## src/hdl/alrd_pkg.sv

```systemverilog
// Shared types and constants for the axis line run detector.
package alrd_pkg;

  localparam int COORD_BITS_DEF = 12;
  localparam int CNT_W          = 16;
  localparam int CFG_IDX_W      = 1;
  localparam int CFG_DATA_W     = 16;

  localparam logic [CNT_W-1:0] CNT_MAX     = '1;
  localparam logic [CNT_W-1:0] MIN_RUN_RST = 16'd30;

  typedef enum logic [CFG_IDX_W-1:0] {
    REG_ORIENTATION = 1'b0,
    REG_MIN_RUN     = 1'b1
  } cfg_reg_t;

  typedef enum logic {
    ORIENT_VERT  = 1'b0,
    ORIENT_HORIZ = 1'b1
  } orient_t;

  typedef struct packed {
    orient_t          orientation;
    logic [CNT_W-1:0] min_run;
  } cfg_t;

  typedef struct packed {
    logic             have_prev;
    logic [CNT_W-1:0] step_count;
  } trk_stat_t;

endpackage

```

## src/hdl/alrd_if.sv

```systemverilog
// Stream interfaces for points in and segments out.
interface alrd_point_if #(
  parameter int COORD_BITS = 12
);
  logic                  valid;
  logic                  ready;
  logic [COORD_BITS-1:0] point_x;
  logic [COORD_BITS-1:0] point_y;
  logic                  last_point;

  modport source (output valid, output point_x, output point_y, output last_point,
                  input ready);
  modport sink (input valid, input point_x, input point_y, input last_point,
                output ready);
endinterface

interface alrd_seg_if #(
  parameter int COORD_BITS = 12
);
  logic                  valid;
  logic                  ready;
  logic [COORD_BITS-1:0] seg_start_x;
  logic [COORD_BITS-1:0] seg_start_y;
  logic [COORD_BITS-1:0] seg_end_x;
  logic [COORD_BITS-1:0] seg_end_y;
  logic [COORD_BITS-1:0] seg_length;
  logic                  solid;

  modport source (output valid, output seg_start_x, output seg_start_y,
                  output seg_end_x, output seg_end_y, output seg_length,
                  output solid, input ready);
  modport sink (input valid, input seg_start_x, input seg_start_y,
                input seg_end_x, input seg_end_y, input seg_length,
                input solid, output ready);
endinterface

```

## src/hdl/alrd_in_stage.sv

```systemverilog
// Input register stage for the point stream.
module alrd_in_stage #(
  parameter int COORD_BITS = 12
) (
  input  logic                  clk,
  input  logic                  rst,
  alrd_point_if.sink            point,
  input  logic                  drain,
  output logic                  q_valid,
  output logic [COORD_BITS-1:0] q_x,
  output logic [COORD_BITS-1:0] q_y,
  output logic                  q_last
);

  logic load;

  assign point.ready = !q_valid || drain;
  assign load        = point.valid && point.ready;

  always_ff @(posedge clk) begin
    if (rst) begin
      q_valid <= 1'b0;
    end else if (load) begin
      q_valid <= 1'b1;
    end else if (drain) begin
      q_valid <= 1'b0;
    end
  end

  // Payload needs no reset.
  always_ff @(posedge clk) begin
    if (load) begin
      q_x    <= point.point_x;
      q_y    <= point.point_y;
      q_last <= point.last_point;
    end
  end

endmodule

```

## src/hdl/alrd_tracker.sv

```systemverilog
// Run state and segment decision for one point per cycle while take is high.
module alrd_tracker #(
  parameter int COORD_BITS = 12
) (
  input  logic                   clk,
  input  logic                   rst,
  input  logic                   take,
  input  alrd_pkg::cfg_t         cfg,
  input  logic [COORD_BITS-1:0]  px,
  input  logic [COORD_BITS-1:0]  py,
  input  logic                   last,
  output logic                   emit,
  output logic [COORD_BITS-1:0]  start_x,
  output logic [COORD_BITS-1:0]  start_y,
  output logic [COORD_BITS-1:0]  end_x,
  output logic [COORD_BITS-1:0]  end_y,
  output logic [COORD_BITS-1:0]  length,
  output logic                   solid,
  output alrd_pkg::trk_stat_t    stat
);
  import alrd_pkg::*;

  logic [COORD_BITS-1:0] prev_x, prev_y;
  logic [COORD_BITS-1:0] run_start_x, run_start_y;
  logic                  have_prev;
  logic [CNT_W-1:0]      step_count;

  logic                  horiz;
  logic [COORD_BITS-1:0] pf, pr, cf, cr, s_ax, e_ax;
  logic [COORD_BITS:0]   pr_inc;
  logic                  cont, brk, emit_brk, emit_last;
  logic [CNT_W-1:0]      cnt_new, cnt_sel;
  logic [COORD_BITS-1:0] start_new_x, start_new_y;

  always_comb begin
    horiz  = (cfg.orientation == ORIENT_HORIZ);
    pf     = horiz ? prev_y : prev_x;
    pr     = horiz ? prev_x : prev_y;
    cf     = horiz ? py : px;
    cr     = horiz ? px : py;
    pr_inc = {1'b0, pr} + 1'b1;
    cont   = have_prev && (cf == pf) && ({1'b0, cr} <= pr_inc);
    brk    = have_prev && !cont;

    if (cont) begin
      cnt_new     = (step_count == CNT_MAX) ? step_count : step_count + 1'b1;
      start_new_x = run_start_x;
      start_new_y = run_start_y;
    end else begin
      cnt_new     = '0;
      start_new_x = px;
      start_new_y = py;
    end

    emit_brk  = brk && (step_count > cfg.min_run);
    emit_last = last && !emit_brk && (cnt_new > cfg.min_run);
    emit      = emit_brk || emit_last;

    // A break closes the run at the previous point; a flush closes it here.
    start_x = emit_brk ? run_start_x : start_new_x;
    start_y = emit_brk ? run_start_y : start_new_y;
    end_x   = emit_brk ? prev_x : px;
    end_y   = emit_brk ? prev_y : py;
    cnt_sel = emit_brk ? step_count : cnt_new;

    s_ax = horiz ? start_x : start_y;
    e_ax = horiz ? end_x : end_y;
    if (e_ax >= s_ax) begin
      length = e_ax - s_ax;
      solid  = (CNT_W'(length) == cnt_sel);
    end else begin
      length = '0;
      solid  = 1'b0;
    end
  end

  always_ff @(posedge clk) begin
    if (rst) begin
      have_prev  <= 1'b0;
      step_count <= '0;
    end else if (take) begin
      have_prev  <= !last;
      step_count <= last ? '0 : cnt_new;
    end
  end

  always_ff @(posedge clk) begin
    if (take) begin
      prev_x      <= px;
      prev_y      <= py;
      run_start_x <= start_new_x;
      run_start_y <= start_new_y;
    end
  end

  assign stat.have_prev  = have_prev;
  assign stat.step_count = step_count;

endmodule

```

## src/hdl/alrd_out_reg.sv

```systemverilog
// Result register for the segment stream.
module alrd_out_reg #(
  parameter int COORD_BITS = 12
) (
  input  logic                  clk,
  input  logic                  rst,
  input  logic                  load,
  input  logic [COORD_BITS-1:0] start_x,
  input  logic [COORD_BITS-1:0] start_y,
  input  logic [COORD_BITS-1:0] end_x,
  input  logic [COORD_BITS-1:0] end_y,
  input  logic [COORD_BITS-1:0] length,
  input  logic                  solid,
  output logic                  free,
  alrd_seg_if.source            seg
);

  assign free = !seg.valid || seg.ready;

  always_ff @(posedge clk) begin
    if (rst) begin
      seg.valid <= 1'b0;
    end else if (load) begin
      seg.valid <= 1'b1;
    end else if (seg.ready) begin
      seg.valid <= 1'b0;
    end
  end

  always_ff @(posedge clk) begin
    if (load) begin
      seg.seg_start_x <= start_x;
      seg.seg_start_y <= start_y;
      seg.seg_end_x   <= end_x;
      seg.seg_end_y   <= end_y;
      seg.seg_length  <= length;
      seg.solid       <= solid;
    end
  end

endmodule

```

## src/hdl/axis_line_run_detector_top.sv

```systemverilog
// Top level of the axis line run detector.
// Takes one pixel coordinate per cycle from a sorted point stream and emits a
// segment whenever an axis-aligned run closes with more steps than min_run.
// Orientation 0 follows runs along y at fixed x; 1 follows runs along x at
// fixed y. A point with last_point set flushes the open run and the next
// point starts a fresh stream. Throughput is one point per cycle while the
// result register can take a segment. A point is held in the input register,
// and the segment it closes loads into the result register as the point
// leaves it. That segment then turns valid and transfers out once the sink
// is ready. The input side keeps accepting while a segment waits on the
// output, until both registers are full. Write configuration only while the
// block is idle.
module axis_line_run_detector_top #(
  parameter int COORD_BITS = alrd_pkg::COORD_BITS_DEF
) (
  input  logic                            clk,
  input  logic                            rst,
  alrd_point_if.sink                      point,
  alrd_seg_if.source                      seg,
  input  logic                            cfg_we,
  input  logic [alrd_pkg::CFG_IDX_W-1:0]  cfg_index,
  input  logic [alrd_pkg::CFG_DATA_W-1:0] cfg_data
);
  import alrd_pkg::*;

  cfg_t                  cfg;
  trk_stat_t             stat;
  logic                  out_free, take, emit;
  logic                  q_valid, q_last;
  logic [COORD_BITS-1:0] q_x, q_y;
  logic [COORD_BITS-1:0] start_x, start_y, end_x, end_y, length;
  logic                  solid;

  // Configuration registers: plain writes, no read-back.
  always_ff @(posedge clk) begin
    if (rst) begin
      cfg.orientation <= ORIENT_VERT;
      cfg.min_run     <= MIN_RUN_RST;
    end else if (cfg_we) begin
      case (cfg_reg_t'(cfg_index))
        REG_ORIENTATION: cfg.orientation <= orient_t'(cfg_data[0]);
        REG_MIN_RUN:     cfg.min_run     <= cfg_data[CNT_W-1:0];
        default: ;
      endcase
    end
  end

  // Advance the held point whenever the result register can take a segment.
  assign take = q_valid && out_free;

  alrd_in_stage #(.COORD_BITS(COORD_BITS)) u_in (
    .clk     (clk),
    .rst     (rst),
    .point   (point),
    .drain   (out_free),
    .q_valid (q_valid),
    .q_x     (q_x),
    .q_y     (q_y),
    .q_last  (q_last)
  );

  alrd_tracker #(.COORD_BITS(COORD_BITS)) u_trk (
    .clk     (clk),
    .rst     (rst),
    .take    (take),
    .cfg     (cfg),
    .px      (q_x),
    .py      (q_y),
    .last    (q_last),
    .emit    (emit),
    .start_x (start_x),
    .start_y (start_y),
    .end_x   (end_x),
    .end_y   (end_y),
    .length  (length),
    .solid   (solid),
    .stat    (stat)
  );

  // Load the result register only for points that close a long enough run.
  alrd_out_reg #(.COORD_BITS(COORD_BITS)) u_out (
    .clk     (clk),
    .rst     (rst),
    .load    (take && emit),
    .start_x (start_x),
    .start_y (start_y),
    .end_x   (end_x),
    .end_y   (end_y),
    .length  (length),
    .solid   (solid),
    .free    (out_free),
    .seg     (seg)
  );

`ifndef SYNTHESIS
  // A flushing point leaves no open run behind.
  a_flush_clears: assert property (@(posedge clk) disable iff (rst)
    take && q_last |=> !stat.have_prev && (stat.step_count == '0))
    else $error("open run survived a last_point flush");

  // Without a previous point the step count stays at zero.
  a_idle_count: assert property (@(posedge clk) disable iff (rst)
    !stat.have_prev |-> (stat.step_count == '0))
    else $error("step count nonzero with no previous point");

  // No segment can close before any point of the stream is held.
  a_emit_needs_prev: assert property (@(posedge clk) disable iff (rst)
    take && !stat.have_prev |-> !emit)
    else $error("segment emitted without a previous point");
`endif

endmodule
```

## src/flat_wrapper.sv

```systemverilog
// flat-port wrapper written by rule: the top's interface ports become plain ports
module axis_line_run_detector_top_flat import alrd_pkg::*;
#(
  parameter int COORD_BITS = alrd_pkg::COORD_BITS_DEF
)
  (clk, rst, cfg_we, cfg_index, cfg_data, point_valid, point_point_x, point_point_y, point_last_point, point_ready, seg_valid, seg_seg_start_x, seg_seg_start_y, seg_seg_end_x, seg_seg_end_y, seg_seg_length, seg_solid, seg_ready);
  alrd_point_if #(.COORD_BITS(COORD_BITS)) point_i ();
  alrd_seg_if #(.COORD_BITS(COORD_BITS)) seg_i ();
  input  logic clk;
  input  logic rst;
  input  logic cfg_we;
  input  logic [alrd_pkg::CFG_IDX_W-1:0] cfg_index;
  input  logic [alrd_pkg::CFG_DATA_W-1:0] cfg_data;
  input wire logic [$bits(point_i.valid)-1:0] point_valid;
  input wire logic [$bits(point_i.point_x)-1:0] point_point_x;
  input wire logic [$bits(point_i.point_y)-1:0] point_point_y;
  input wire logic [$bits(point_i.last_point)-1:0] point_last_point;
  output wire logic [$bits(point_i.ready)-1:0] point_ready;
  output wire logic [$bits(seg_i.valid)-1:0] seg_valid;
  output wire logic [$bits(seg_i.seg_start_x)-1:0] seg_seg_start_x;
  output wire logic [$bits(seg_i.seg_start_y)-1:0] seg_seg_start_y;
  output wire logic [$bits(seg_i.seg_end_x)-1:0] seg_seg_end_x;
  output wire logic [$bits(seg_i.seg_end_y)-1:0] seg_seg_end_y;
  output wire logic [$bits(seg_i.seg_length)-1:0] seg_seg_length;
  output wire logic [$bits(seg_i.solid)-1:0] seg_solid;
  input wire logic [$bits(seg_i.ready)-1:0] seg_ready;
  assign point_i.valid = point_valid;
  assign point_i.point_x = point_point_x;
  assign point_i.point_y = point_point_y;
  assign point_i.last_point = point_last_point;
  assign point_ready = point_i.ready;
  assign seg_valid = seg_i.valid;
  assign seg_seg_start_x = seg_i.seg_start_x;
  assign seg_seg_start_y = seg_i.seg_start_y;
  assign seg_seg_end_x = seg_i.seg_end_x;
  assign seg_seg_end_y = seg_i.seg_end_y;
  assign seg_seg_length = seg_i.seg_length;
  assign seg_solid = seg_i.solid;
  assign seg_i.ready = seg_ready;
  axis_line_run_detector_top #(.COORD_BITS(COORD_BITS)) u_core (.clk(clk), .rst(rst), .point(point_i), .seg(seg_i), .cfg_we(cfg_we), .cfg_index(cfg_index), .cfg_data(cfg_data));
endmodule
```

## config.mk

```make
export PLATFORM = sky130hd
export DESIGN_NAME = axis_line_run_detector_top_flat
export DESIGN_NICKNAME = d
export VERILOG_FILES = /design/src/hdl/alrd_pkg.sv /design/src/hdl/alrd_if.sv /design/src/hdl/alrd_in_stage.sv /design/src/hdl/alrd_tracker.sv /design/src/hdl/alrd_out_reg.sv /design/src/hdl/axis_line_run_detector_top.sv /design/src/flat_wrapper.sv
export SDC_FILE = /design/constraint.sdc
export NUM_CORES = 1
export LEC_CHECK = 0
export ABC_AREA = 1
export BUFFER_PORTS_ARGS = -buffer_cell sky130_fd_sc_hd__buf_2
export CAP_MARGIN = 10
export CELL_PAD_IN_SITES_DETAIL_PLACEMENT = 1
export CELL_PAD_IN_SITES_GLOBAL_PLACEMENT = 1
export CORE_MARGIN = 1.5
export CORE_UTILIZATION = 48
export DETAILED_ROUTE_END_ITERATION = 16
export PLACE_DENSITY = 0.91
export SLEW_MARGIN = 25
export SYNTH_ARGS = -nofsm -noshare
export SYNTH_HDL_FRONTEND = slang
export SYNTH_SLANG_ARGS = --single-unit
```

## constraint.sdc

```tcl
create_clock -name clk -period 13.65 [get_ports clk]
set_clock_uncertainty 0.1 [all_clocks]
set_input_delay 2.73 -clock clk [delete_from_list [all_inputs] [get_ports clk]]
set_output_delay 2.73 -clock clk [all_outputs]
set_load 0.02 [all_outputs]
```

# [Word-level counts from Yosys, hierarchy flattened]
# Cells that the tools add are included.
[totals] reg_bits=170 word_cells=71
[classes] add_sub_neg=3 n_lt_le_gt_ge=4 eq_ne=3 n_mux=20 bitwise_logic=1 reduce_logical=21
[op_table] operator="2-to-1 mux 12 bit" n=12
[op_table] operator="2-to-1 mux 16 bit" n=4
[op_table] operator="> comparator 16 bit" n=2
[op_table] operator="adder 16 x 1 -> 16 bit, second input constant" n=1
[op_table] operator="equality test 12 x 16 -> 1 bit" n=1
[op_table] operator="equality test 16 bit, second input constant" n=1
[op_table] operator="adder 12 x 1 -> 13 bit, second input constant" n=1
[op_table] operator="less-or-equal comparator 12 x 13 -> 1 bit" n=1
[op_table] operator="equality test 12 bit" n=1
[op_table] operator="greater-or-equal comparator 12 bit" n=1
[op_table] operator="subtractor 12 bit" n=1
[op_table] operator="logical AND 1 bit" n=9
[op_table] operator="zero test 1 bit" n=5
[op_table] operator="2-to-1 mux 1 bit" n=4
[op_table] operator="AND reduction 2 bit" n=2
[op_table] operator="nonzero test 2 bit" n=2
[op_table] operator="logical OR 1 bit" n=3
[op_table] operator="inverter 1 bit" n=1

# [Depth between registers and ports, before layout]
[depth] ltp_word=13 depth_mapped=41 ltp_nobuf=39

# [Hierarchy]
# From an unflattened synthesis, not the netlist that was laid out.
[hier_totals] cells_unflattened=1207 hier_area_um2=10126.0
[by_module_without_submodules] module="alrd_tracker" n_inst=1 cells_per_inst=1029 area_per_inst_um2=6757.7 seq_area_each_um2=1781.7
[by_module_without_submodules] module="alrd_out_reg" n_inst=1 cells_per_inst=66 area_per_inst_um2=1874.3 seq_area_each_um2=1851.8
[by_module_without_submodules] module="alrd_in_stage" n_inst=1 cells_per_inst=31 area_per_inst_um2=798.3 seq_area_each_um2=770.7
[by_module_without_submodules] module="axis_line_run_detector_top" n_inst=1 cells_per_inst=81 area_per_inst_um2=695.7 seq_area_each_um2=340.3

# [Worst setup path after synthesis]
# Ideal clock, no wire load.
[synth_timing] path_kind="input -> register" start="input port seg_ready" end="register u_core.u_out.seg.seg_end_x[0], enable pin" setup_time_ns=0.415 arrival_ns=5.400 setup_slack_ns=7.735 stages=6 path_cell_list="inv_1 nand2_1 nand2_1 inv_1 nand2_1 inv_1"
[synth_via] elab_chain_cells=3
[synth_rtl] item="start, declared" line="flat_wrapper.sv:26" source="input wire logic [$bits(seg_i.ready)-1:0] seg_ready;"
[synth_rtl] item="logical OR 1 bit" line="alrd_out_reg.sv:18" source="assign free = !seg.valid || seg.ready;"
[synth_rtl] item="logical AND 1 bit" line="axis_line_run_detector_top.sv:49" source="assign take = q_valid && out_free;"
[synth_rtl] item="net u_core.take" line="axis_line_run_detector_top.sv:28" source="logic out_free, take, emit;"
[synth_rtl] item="logical AND 1 bit" line="axis_line_run_detector_top.sv:84" source=".load (take && emit),"
[synth_rtl] item="net u_core.u_out.load" line="alrd_out_reg.sv:7" source="input logic load,"
[synth_rtl] item="end signal, assigned" line="alrd_out_reg.sv:34" source="seg.seg_end_x <= end_x;"
[synth_rtl] item="end, declared" line="alrd_if.sv:30" source="output seg_end_x, output seg_end_y, output seg_length,"
# The timed path passes the listed nets, and every way through them passes these cells.
# A chain may end at the register's enable or synchronous reset.

# [Worst setup path in the final report]
[layout_timing] start="register, netlist name u_core.cfg[16]" end="register u_core.u_out.seg.solid, data pin"
[layout_via] elab_chain_cells=11 elab_cells_between_ends=25 cone_classes="add/sub (2); order compare (2); eq/ne (2); mux (14); reduce/logical (5)"
[layout_rtl] item="2-to-1 mux 12 bit (on tied branches)" line="alrd_tracker.sv:38, alrd_tracker.sv:37, alrd_tracker.sv:39"
[layout_rtl] item="adder 12 x 1 -> 13 bit / equality test 12 bit (equally long branches)" line="alrd_tracker.sv:41, alrd_tracker.sv:42"
[layout_rtl] item="less-or-equal comparator 12 x 13 -> 1 bit / logical AND 1 bit (equally long branches)" line="alrd_tracker.sv:42" source="cont = have_prev && (cf == pf) && ({1'b0, cr} <= pr_inc);"
[layout_rtl] item="logical AND 1 bit *" line="alrd_tracker.sv:42"
[layout_rtl] item="zero test 1 bit" line="alrd_tracker.sv:43" source="brk = have_prev && !cont;"
[layout_rtl] item="logical AND 1 bit" line="alrd_tracker.sv:43"
[layout_rtl] item="logical AND 1 bit" line="alrd_tracker.sv:55" source="emit_brk = brk && (step_count > cfg.min_run);"
[layout_rtl] item="2-to-1 mux 12 bit *" line="alrd_tracker.sv:61" source="start_y = emit_brk ? run_start_y : start_new_y;"
[layout_rtl] item="net u_core.start_y[0]" line="axis_line_run_detector_top.sv:31" source="logic [COORD_BITS-1:0] start_x, start_y, end_x, end_y, length;"
[layout_rtl] item="2-to-1 mux 12 bit *" line="alrd_tracker.sv:66" source="s_ax = horiz ? start_x : start_y;"
[layout_rtl] item="subtractor 12 bit" line="alrd_tracker.sv:69" source="length = e_ax - s_ax;"
[layout_rtl] item="equality test 12 x 16 -> 1 bit" line="alrd_tracker.sv:70" source="solid = (CNT_W'(length) == cnt_sel);"
[layout_rtl] item="end, declared" line="alrd_if.sv:31" source="output solid, input ready);"
# Mark *: on every way through the listed nets, which the timed path passes. The rest lies on a longest branch.

==> impl_table.tex <==
\begin{tabular}{lr}
\hline
Metric & Value \\
\hline
\multicolumn{2}{l}{\textbf{Finish}} \\
Post-layout instance area & 0.0113 mm\^{}2 \\
Layout Nets & 1,376 \\
Signed area change from the synthesized netlist to the final layout & 13.4\% \\
Final Core Density & 55.5\% \\
Layout cells sized above 1 & 13.3\% \\
Antenna diode count & 0 \\
\multicolumn{2}{l}{\textbf{Critical path}} \\
Reg-to-reg endpoint & u\_core.u\_out.seg.solid \\
Critical path data arrival time & 7.46 ns \\
Reg2reg setup slack & roughly 6.4 ns \\
Worst path max stage delay & 0.67 ns \\
Dominant cell type by count on the critical path & sky130\_fd\_sc\_hd\_\_nand2\_1 \\
Crit start category & flip-flop \\
Launch point of the worst path & u\_core.cfg[16] \\
Reg-to-Reg Start & u\_core.cfg[16] \\
Worst setup path category & flip-flop to flip-flop \\
Crit path max fanout & between 90 and 100 \\
CP endpoint kind & flip-flop \\
Critical path depth & 36 \\
Max stage delay cell, worst path & sky130\_fd\_sc\_hd\_\_buf\_4 \\
Family with the most delay on the worst path & simple AND/OR/NAND/NOR gates \\
Required time reported for the critical path endpoint & 13.85 ns \\
Number of buffer and inverter instances along the worst setup path & 6 \\
Critical path endpoint & u\_core.u\_out.seg.solid \\
Cell count of the worst reg-to-reg path & 36 \\
\multicolumn{2}{l}{\textbf{Yosys}} \\
Synth async-reset ratio & 0\% \\
Area fraction in compound gates after synthesis & 11.8\% \\
Number of enable flip-flop cells after synthesis & 134 \\
Part of the Yosys area used for sequential elements & 47.7\% \\
Net count of the mapped netlist & 1,282 \\
Most used flip-flop cell after synthesis & sky130\_fd\_sc\_hd\_\_edfxtp\_1 \\
Adder and majority cell fraction of the synthesized area & approximately 7.5\% \\
Top area cells in the synthesized netlist & sky130\_fd\_sc\_hd\_\_edfxtp\_1, sky130\_fd\_sc\_hd\_\_nand2\_1, sky130\_fd\_sc\_hd\_\_ha\_1 \\
Post-synthesis area per instance & 8.45 um\^{}2 \\
Largest family of logic cells by synthesized area & simple AND/OR/NAND/NOR gates \\
Synth warn & 0 \\
Flop and latch count out of synthesis & 170 \\
Mapped Cells & approximately 1,200 \\
Cell variety after synth & 44 \\
XOR/XNOR share of the synthesized area & 3.26\% \\
Proportion of netlist area held by the largest area contributor & 40.5\% \\
Share of synthesized area spent on multiplexers & 1.11\% \\
Simple-gate portion of the synthesized area & 20.4\% \\
Cell area after synthesis & 0.00994 mm\^{}2 \\
Cell type contributing the most total cell area after synthesis & sky130\_fd\_sc\_hd\_\_edfxtp\_1 \\
\multicolumn{2}{l}{\textbf{Global routing}} \\
Initial antenna violation count & 0 \\
Combined global-route utilization of all metal layers & 29.6\% \\
Remaining Overflow, GRT & 0 \\
Vias in the first global route & 9,161 \\
Wire length of the first global-routing pass & 49,100 um \\
Pin count of the biggest net entering global routing & 93 \\
\multicolumn{2}{l}{\textbf{Detailed routing}} \\
Avg Vias per Cell & between 5 and 6 \\
Antenna violation net count after detailed routing & 0 \\
Avg WL per Cell & $\sim$20 um \\
DRC violation total after the first TritonRoute iteration & 705 \\
Number of remaining DRC errors & 0 \\
First-pass iteration count of the detailed router & 5 \\
Routed Wire Length & between 30,000 and 40,000 um \\
Routed vias & 8,875 \\
\multicolumn{2}{l}{\textbf{STA}} \\
Share of the clock period used by the worst path & 53.2\% \\
Final Max Tran Viols & 0 \\
Unrepaired setup endpoints after global routing & no \\
Worst-case headroom to the max-slew limit & 41.7\% \\
Sum of negative setup slack & 0 ns \\
Number of setup violations in the final report & 0 \\
Final Hold Fails & 0 \\
Worst slew pin tran & just under 0.9 ns \\
Highest attainable clock frequency & 138 MHz \\
Final critical path time including I/O delays and setup & 7.26 ns \\
Crit path setup slack, layout & roughly 6.4 ns \\
\multicolumn{2}{l}{\textbf{Flow run}} \\
Max\_cap viols & 0 \\
\multicolumn{2}{l}{\textbf{Floorplanning}} \\
Rows & 52 \\
Floorplan die area & $\sim$0.022 mm\^{}2 \\
I/O Pins & 110 \\
Starting density of the core & between 40\% and 50\% \\
Horiz. Die Dim & 147 um \\
Die span in y & between 100 and 150 um \\
Area of the core & 0.0203 mm\^{}2 \\
\multicolumn{2}{l}{\textbf{Clock network}} \\
Post-CTS repair timing setup buffer count & 0 \\
PostCTS Resize Cnt & 0 \\
Clock tree sinks & 170 \\
Clock tree from TritonCTS & built \\
Hold buffers post-CTS & 0 \\
Root Buffer Master & sky130\_fd\_sc\_hd\_\_clkbuf\_16 \\
Clk pin slew, worst setup/hold paths & 0.07 ns \\
Clock latency on the worst-skew pair & 0.45 ns \\
Maximum buffer depth of the clock tree & 2 \\
Cts bufs inserted & 17 \\
Total number of H-tree levels & 4 \\
\multicolumn{2}{l}{\textbf{Power and ir drop}} \\
Post-route total power & 1.35 mW \\
Max VDD drop & 0.0830 mV \\
Reported leakage power & 5.10 nW \\
Power per cell area & 119 mW/mm\^{}2 \\
\multicolumn{2}{l}{\textbf{Place}} \\
Final weighted congestion in routability-driven placement & 0.883 \\
Worst setup slack after placement & a little under 7 ns \\
HPWL after DPL & 22,500 um \\
Post-place instance area & about 0.011 mm\^{}2 \\
Number of buffer cells added on primary ports & 109 \\
\multicolumn{2}{l}{\textbf{Outcome}} \\
Status & finished, final reports clean \\
\multicolumn{2}{l}{\textbf{Worst hold path}} \\
Type of the most critical hold path & flip-flop to flip-flop \\
\hline
\end{tabular}
## tightest hold or removal path, cell delays in order (launching register included)
cell and delay [ns]:
sky130_fd_sc_hd__dfxtp_1 0.30, sky130_fd_sc_hd__inv_1 0.09, sky130_fd_sc_hd__a21oi_1 0.07
## how the worst min path moves through the flow
stage	endpoint	from	cells past startpoint
6_report	u_core.cfg[7]	u_core.cfg[7]	2
5_1_grt	u_core.u_trk.prev_y[3]	u_core.u_in.q_y[3]	0
4_1_cts	u_core.cfg[13]	u_core.cfg[13]	2
3_5_place_dp	u_core.cfg[13]	u_core.cfg[13]	2
3_3_place_gp	u_core.cfg[7]	u_core.cfg[7]	2
2_1_floorplan	u_core.u_trk.prev_y[3]	u_core.u_in.q_y[3]	0
## cells in the final DEF, fill, tap and decap left out, types with 4 or more instances in the layout
master                      netlist  final
sky130_fd_sc_hd__a21oi_1         57     56
sky130_fd_sc_hd__a31oi_1          4      4
sky130_fd_sc_hd__buf_2            9    109
sky130_fd_sc_hd__buf_4            3      4
sky130_fd_sc_hd__clkbuf_16        0     17
sky130_fd_sc_hd__clkinv_8         0      4
sky130_fd_sc_hd__dfxtp_1         36     35
sky130_fd_sc_hd__edfxtp_1       134    134
sky130_fd_sc_hd__ha_1            58     58
sky130_fd_sc_hd__inv_1          153    150
sky130_fd_sc_hd__inv_2            2      4
sky130_fd_sc_hd__inv_8            0      4
sky130_fd_sc_hd__mux2i_1         11     11
sky130_fd_sc_hd__nand2_1        305    304
sky130_fd_sc_hd__nand2_2          8      9
sky130_fd_sc_hd__nand3_1         58     58
sky130_fd_sc_hd__nand3b_1         5      5
sky130_fd_sc_hd__nand4_1         19     19
sky130_fd_sc_hd__nor2_1          69     68
sky130_fd_sc_hd__nor3_1          15     15
sky130_fd_sc_hd__o211ai_1         7      7
sky130_fd_sc_hd__o21ai_0         94     94
sky130_fd_sc_hd__o21ai_1         38     38
sky130_fd_sc_hd__o21bai_1         4      4
sky130_fd_sc_hd__xnor2_1         14     14
sky130_fd_sc_hd__xor2_1          23     23
## sequential cells by signal, summed over array words and instances, names as in the netlist
name / count
u_core.cfg: 17
u_core.u_trk.step_count: 16
u_core.u_in.q_x: 12
u_core.u_in.q_y: 12
u_core.u_out.seg.seg_end_x: 12
u_core.u_out.seg.seg_end_y: 12
u_core.u_out.seg.seg_length: 12
u_core.u_out.seg.seg_start_x: 12
u_core.u_out.seg.seg_start_y: 12
u_core.u_trk.prev_x: 12
u_core.u_trk.prev_y: 12
u_core.u_trk.run_start_x: 12
u_core.u_trk.run_start_y: 12
u_core.u_in.q_last: 1
u_core.u_in.q_valid: 1
u_core.u_out.seg.solid: 1
u_core.u_out.seg.valid: 1
u_core.u_trk.have_prev: 1
## where the power goes
part	internal (mW)	switching [mW]	leakage (nW)	total, mW
logic	0.0769	0.160	3.25	0.237
clock network	0.267	0.250	0.300	0.516
registers	0.578	0.0153	1.54	0.594
total	0.922	0.425	5.10	1.35
## final cells by class
type                            instances  area [um^2]
Fill cell                            2466         9030
Clock inverter                         15          199
Clock buffer                           17          425
Multi-Input combinational cell        811         4390
Sequential cell                       170         4750
Timing Repair Buffer                  113          576
Tap cell                              270          338
Inverter                              157          594
## cells in the mapped netlist, types with 2 or more instances
cell type                  instances
sky130_fd_sc_hd__a31oi_1           4
sky130_fd_sc_hd__nand3_1          58
sky130_fd_sc_hd__mux2i_1          11
sky130_fd_sc_hd__inv_1           153
sky130_fd_sc_hd__clkbuf_1         19
sky130_fd_sc_hd__dfxtp_1          36
sky130_fd_sc_hd__a22oi_1           2
sky130_fd_sc_hd__o21bai_1          4
sky130_fd_sc_hd__inv_2             2
sky130_fd_sc_hd__buf_6             6
sky130_fd_sc_hd__nand2_1         305
sky130_fd_sc_hd__nand3b_1          5
sky130_fd_sc_hd__nand2_2           8
sky130_fd_sc_hd__o22ai_1           2
sky130_fd_sc_hd__o21ai_0          94
sky130_fd_sc_hd__ha_1             58
sky130_fd_sc_hd__xor2_1           23
sky130_fd_sc_hd__buf_2             9
sky130_fd_sc_hd__a211oi_1          2
sky130_fd_sc_hd__or2_2             2
sky130_fd_sc_hd__xnor2_1          14
sky130_fd_sc_hd__o21ai_1          38
sky130_fd_sc_hd__nand4_1          19
sky130_fd_sc_hd__nand3_2           2
sky130_fd_sc_hd__o211ai_1          7
sky130_fd_sc_hd__a21oi_1          57
sky130_fd_sc_hd__a21o_1            2
sky130_fd_sc_hd__nor3_1           15
sky130_fd_sc_hd__nor2_1           69
sky130_fd_sc_hd__edfxtp_1        134
sky130_fd_sc_hd__buf_4             3
## per-layer routing
layer,vias up,global-route usage (%),wire (um)
met2,343,49.7,15000
met1,4322,38.2,13400
li1,4129,-,-
met4,0,13.2,1060
met5,-,0,0
met3,81,4.38,1770
## through the flow
stage / std cells / hold WS [ns]
2_1_floorplan: 1176 / 0.350
3_3_place_gp: 1521 / 0.388
3_5_place_dp: 1521 / 0.400
4_1_cts: 1553 / 0.411
5_1_grt: 1553 / 0.427
6_report: 1553 / 0.413
## cell families (layout without fill, tap and decap cells)
kind of cell    after synthesis  in the layout
compound gates              219            219
xor+xnor                     37             37
simple gates                485            485
flops                       170            170
buf+inv                     195            302
mux                          11             11
fa+ha+maj                    59             59
Note: power is estimated with default switching activity, not from simulation.
